===== src/sv/pip_pkg.sv =====
`timescale 1ns / 1ps

package pip_pkg;

  localparam int unsigned COORD_BITS       = 24;
  localparam int unsigned MAX_VERTICES_DEF = 64;
  localparam int unsigned MIN_VERTICES     = 3;
  localparam int unsigned TOL_W            = 12;
  localparam logic [TOL_W-1:0] TOL_RESET   = 12'd328;
  localparam int unsigned Q_SHIFT          = 12;
  localparam int unsigned COUNT_W          = 7;

  localparam int unsigned DIFF_W   = COORD_BITS + 1;
  localparam int unsigned OPND_W   = 2 * DIFF_W + 3;
  localparam int unsigned N_DIGITS = 4;
  localparam int unsigned DIGIT_W  = (OPND_W - 1 + N_DIGITS - 1) / N_DIGITS;
  localparam int unsigned MAG_W    = DIGIT_W * N_DIGITS;
  localparam int unsigned ACC_W    = 2 * MAG_W + 2;
  localparam int unsigned VTX_W    = 2 * COORD_BITS;

  typedef enum logic [1:0] {
    CMD_CLEAR  = 2'd0,
    CMD_APPEND = 2'd1,
    CMD_QUERY  = 2'd2
  } pip_cmd_e;

  typedef struct packed {
    logic [1:0]                   command;
    logic signed [COORD_BITS-1:0] coord_x;
    logic signed [COORD_BITS-1:0] coord_y;
  } pip_in_t;

  typedef struct packed {
    logic               inside_res;
    logic               on_edge;
    logic [COUNT_W-1:0] vertex_count;
    logic               overflow;
  } pip_out_t;

  typedef struct packed {
    logic                     start;
    logic                     neg;
    logic signed [OPND_W-1:0] opa;
    logic signed [OPND_W-1:0] opb;
    logic signed [ACC_W-1:0]  init;
  } pip_mul_req_t;

  typedef enum logic [3:0] {
    OP_E2, OP_LX, OP_LY, OP_SX, OP_SY, OP_TX, OP_TY,
    OP_CX, OP_CY, OP_LO, OP_HI, OP_QS, OP_QL
  } pip_op_e;

  typedef enum logic [2:0] {
    ST_IDLE, ST_E2, ST_RDLAST, ST_PREV, ST_RD, ST_DIFF, ST_OPS, ST_EVAL
  } pip_state_e;

endpackage


===== src/sv/pip_vstore.sv =====
`timescale 1ns / 1ps

module pip_vstore
  import pip_pkg::*;
#(
  parameter int unsigned DEPTH  = MAX_VERTICES_DEF,
  parameter int unsigned ADDR_W = $clog2(MAX_VERTICES_DEF)
)
(
  input  logic              clk_i,
  input  logic              we_i,
  input  logic [ADDR_W-1:0] waddr_i,
  input  logic [VTX_W-1:0]  wdata_i,
  input  logic [ADDR_W-1:0] raddr_i,
  output logic [VTX_W-1:0]  rdata_o
);

  logic [VTX_W-1:0] mem_q [DEPTH];
  logic [VTX_W-1:0] rdata_q;

  always_ff @(posedge clk_i) begin
    if (we_i) begin
      mem_q[waddr_i] <= wdata_i;
    end
  end

  always_ff @(posedge clk_i) begin
    rdata_q <= mem_q[raddr_i];
  end

  assign rdata_o = rdata_q;

endmodule


===== config.mk =====
export PLATFORM = sky130hd
export DESIGN_NAME = pip_vstore
export DESIGN_NICKNAME = d
export VERILOG_FILES = /design/src/sv/pip_pkg.sv /design/src/sv/pip_vstore.sv
export SDC_FILE = /design/constraint.sdc
export NUM_CORES = 2
export LEC_CHECK = 0
export BUFFER_PORTS_ARGS = -buffer_cell sky130_fd_sc_hd__buf_2
export CORE_MARGIN = 5
export CORE_UTILIZATION = 37
export CTS_CLUSTER_SIZE = 10
export DETAILED_ROUTE_END_ITERATION = 12
export SETUP_SLACK_MARGIN = 0.4
export SYNTH_ARGS = -nofsm -noshare
export SYNTH_HDL_FRONTEND = slang
export SYNTH_SLANG_ARGS = --single-unit

===== constraint.sdc =====
create_clock -name clk_i -period 10.65 [get_ports clk_i]
set_clock_uncertainty 0.05 [all_clocks]
set_input_delay 1.065 -clock clk_i [delete_from_list [all_inputs] [get_ports clk_i]]
set_output_delay 1.065 -clock clk_i [all_outputs]
set_load 0.01 [all_outputs]

==> impl_metrics.toml <==
[die]
core-area_um2 = 315000
rows = 206
num_io_pins = 110
die_w_um = 573
dieArea_um2 = 328000
start_util_pct = 37.2
die_y_um = 573

[final_layout]
drive_above_1_share_pct = 27.3
register_area_um2 = 93200
fin_cells = 9662
nNetsFinal = 5368
postLayoutCellArea_um2 = 133000
syn_to_final_growth_pct = 13.8
layout_commonest_cell = "edfxtp_1"
num-fill-cells = 26800
final_cell_mix = "edfxtp_1, mux4_2, clkbuf_16, clkbuf_1, buf_4"
multiInputGateArea_um2 = 23000

[critical_path]
crit_arrival_ps = 4720
r2r_end = "rdata_o[45]"
cp_slowest_stage_delay_ps = 860
path_class = "in2reg"
cp_slowest_cell = "buf_4"
startpoint = "raddr_i[0]"
timing.rr.start = "mem_q[45][45]"
crit_top_cell = "buf_12"
setup.worst_path.end = "rdata_o[39]"
required_ps = 11360
cp_max_fo = 99
ff2ff_path_depth = 5
path_cells = "buf_12, buf_12, buf_4, mux4_2, a22oi_1, nand2_1, o22ai_1, nor2_1"
regToRegSetupSlack_ps = 8520
critPathLaunchType = "input port"
critPathCaptureType = "flop"

[timing]
tns_ps = 0
setup_viol = 0
worstMarginPinSlew_ps = 1290
period_share_pct = 37.7
fmax_mhz = 249
fin_crit_ps = 4020
slew-limit-headroom_pct = 13.7
setup_ws_ps = 6630
slew_violations = 0
rsz0062_at_grt = "no"
hold_violations = 0

[detailed_routing]
via_per_inst = 5.89
wirelength_um = 325000
dr.pass1.iters = 6
vias = 56900
drt_iter0_drc = 7140
ant_nets = 0
remaining_drc_errors = 0
wl_per_cell_um = 33.7

[logic_synthesis]
synth.avg_cell_area_um2 = 23.6
yosys.area.top_type_share_pct = 78.8
yosys_warnings = 0
synth.distinct_cells = 36
syn_inst = 4970
synth_nets = 5032
syn_area_um2 = 117000
synth_seq_area_share_pct = 79.6
synth_seq_cells = 3120
synth_top_area_cell = "edfxtp_1"
ys_top_cells_by_area = "edfxtp_1, mux4_2, dfxtp_1"

[clocking]
cts_buffers = 356
cts_hold_buffers = 0
cts_setup_buffers = 0
clock-sinks = 3120
clock_path_buffers = 4
cts.htree.levels = 5
cts-root-buf = "clkbuf_16"
cts.clk_slew.worst_paths_ps = 50
ctsResizeCount = 0
clk_latency_ps = 890
cts_tree = "yes"

[placed_design]
io_buffer_count = 109
place_congestion = 0.762
place_hpwl_um = 170000
dp_cells = 9108
placed_area_um2 = 123000
post-place-ws_ps = 5670

[power_and_ir_drop]
power_per_cell_area_nw_per_um2 = 193
clkPwrFrac_pct = 42.3
pwr-share-comb_pct = 4.5
power_switching_share_pct = 21.0
power.share.sequential_pct = 53.3
switching_power_uw = 5380
totalPowerFinal_uw = 25700
irDropWorstVdd_v = 0.000128
p_leak_uw = 0.0407
internal_power_uw = 20300

[global_routing]
grt_max_degree = 103
antenna_found_initial = 42
track_usage_pct = 19.6
grt_pass1_vias = 57400
grt_pass1_wl_um = 454000
overflow = 0

[run]
cap_violations = 0

[min_path]
min_path_type = "reg2reg"

[status]
status = "finished clean"
[power groups by stage]
stage               logic (µW)  clock network, µW  registers [µW]
global placement          1140                  0           13900
global route              1230              11600           13700
floorplan                  649                  0           13900
CTS                       1160              11000           13700
detailed placement        1160                  0           13900
finish                    1150              10800           13700
[worst min path at each step]
stage                  startpoint     endpoint  slack, ps  depth (start not counted)
floorplan           mem_q[58][13]  rdata_o[13]        660                          4
global placement    mem_q[58][36]  rdata_o[36]        700                          4
detailed placement  mem_q[58][36]  rdata_o[36]        720                          4
CTS                    raddr_i[4]  rdata_o[47]        700                          4
global route           raddr_i[4]  rdata_o[47]        720                          4
finish              mem_q[58][36]  rdata_o[36]        720                          4
[logic make-up (layout without fill, tap and decap cells)]
kind of cell	count (synthesis)	in the layout	synth area share, %
and+or+nand+nor	253	253	0.957
DFF	3120	3120	79.6
muxes	829	829	15.2
AOI/OAI and AO/OA	486	486	3.02
other	0	19	0
buffers and inverters	282	795	1.28
[synthesized netlist by cell type (all sizes together)]
master / n
a311oi: 11
edfxtp: 3072
a221oi: 83
nand4: 2
a31o: 5
mux2: 12
nand4b: 1
nand2: 55
or3b: 4
nand2b: 10
a31oi: 1
a22o: 57
mux4: 754
or3: 3
a211oi: 32
o22ai: 122
nand3b: 5
clkbuf: 99
nor3: 3
nand3: 7
a22oi: 72
buf: 183
o221ai: 28
a311o: 1
nor2b: 24
mux2i: 63
and3: 1
dfxtp: 48
or2: 3
nor2: 132
a21oi: 74
and2: 3
[stage by stage]
step	util, %	hold WS [ps]
6_report	42.3	723
3_3_place_gp	39.1	699
4_1_cts	42.3	700
2_1_floorplan	-	660
3_5_place_dp	39.1	717
5_1_grt	42.3	718
[critical path: cells and delay by family]
family	cells	cell delay, ps
buffers and inverters	3	2110
multiplexers	1	600
AO/OA/AOI/OAI	2	480
AND/OR/NAND/NOR	2	200
[area by class of cell]
type                    instances  share of cell area (%)
multi-input cells            1568                    17.2
well taps                    4160                    3.91
diodes                         19                  0.0357
clock buffers                 515                    7.25
repair buffers                260                    1.36
clock inverters                20                   0.274
flip-flops and latches       3120                    70.0
[per-layer routing]
metal | track usage (%) | part of all wire (%) | vias up | wire, µm
met3 | 3.88 | 8.8 | 585 | 28600
met5 | 0 | 0.021 | - | 69
li1 | - | - | 22200 | -
met4 | 5.95 | 3.0 | 10 | 9860
met2 | 31.2 | 48 | 2851 | 156000
met1 | 27.5 | 40 | 31300 | 131000
[sequential cells by signal (all words and copies together) (netlist names)]
name and count:
rdata_o 48, mem_q 3072
Note: power is estimated with default switching activity, not from simulation.
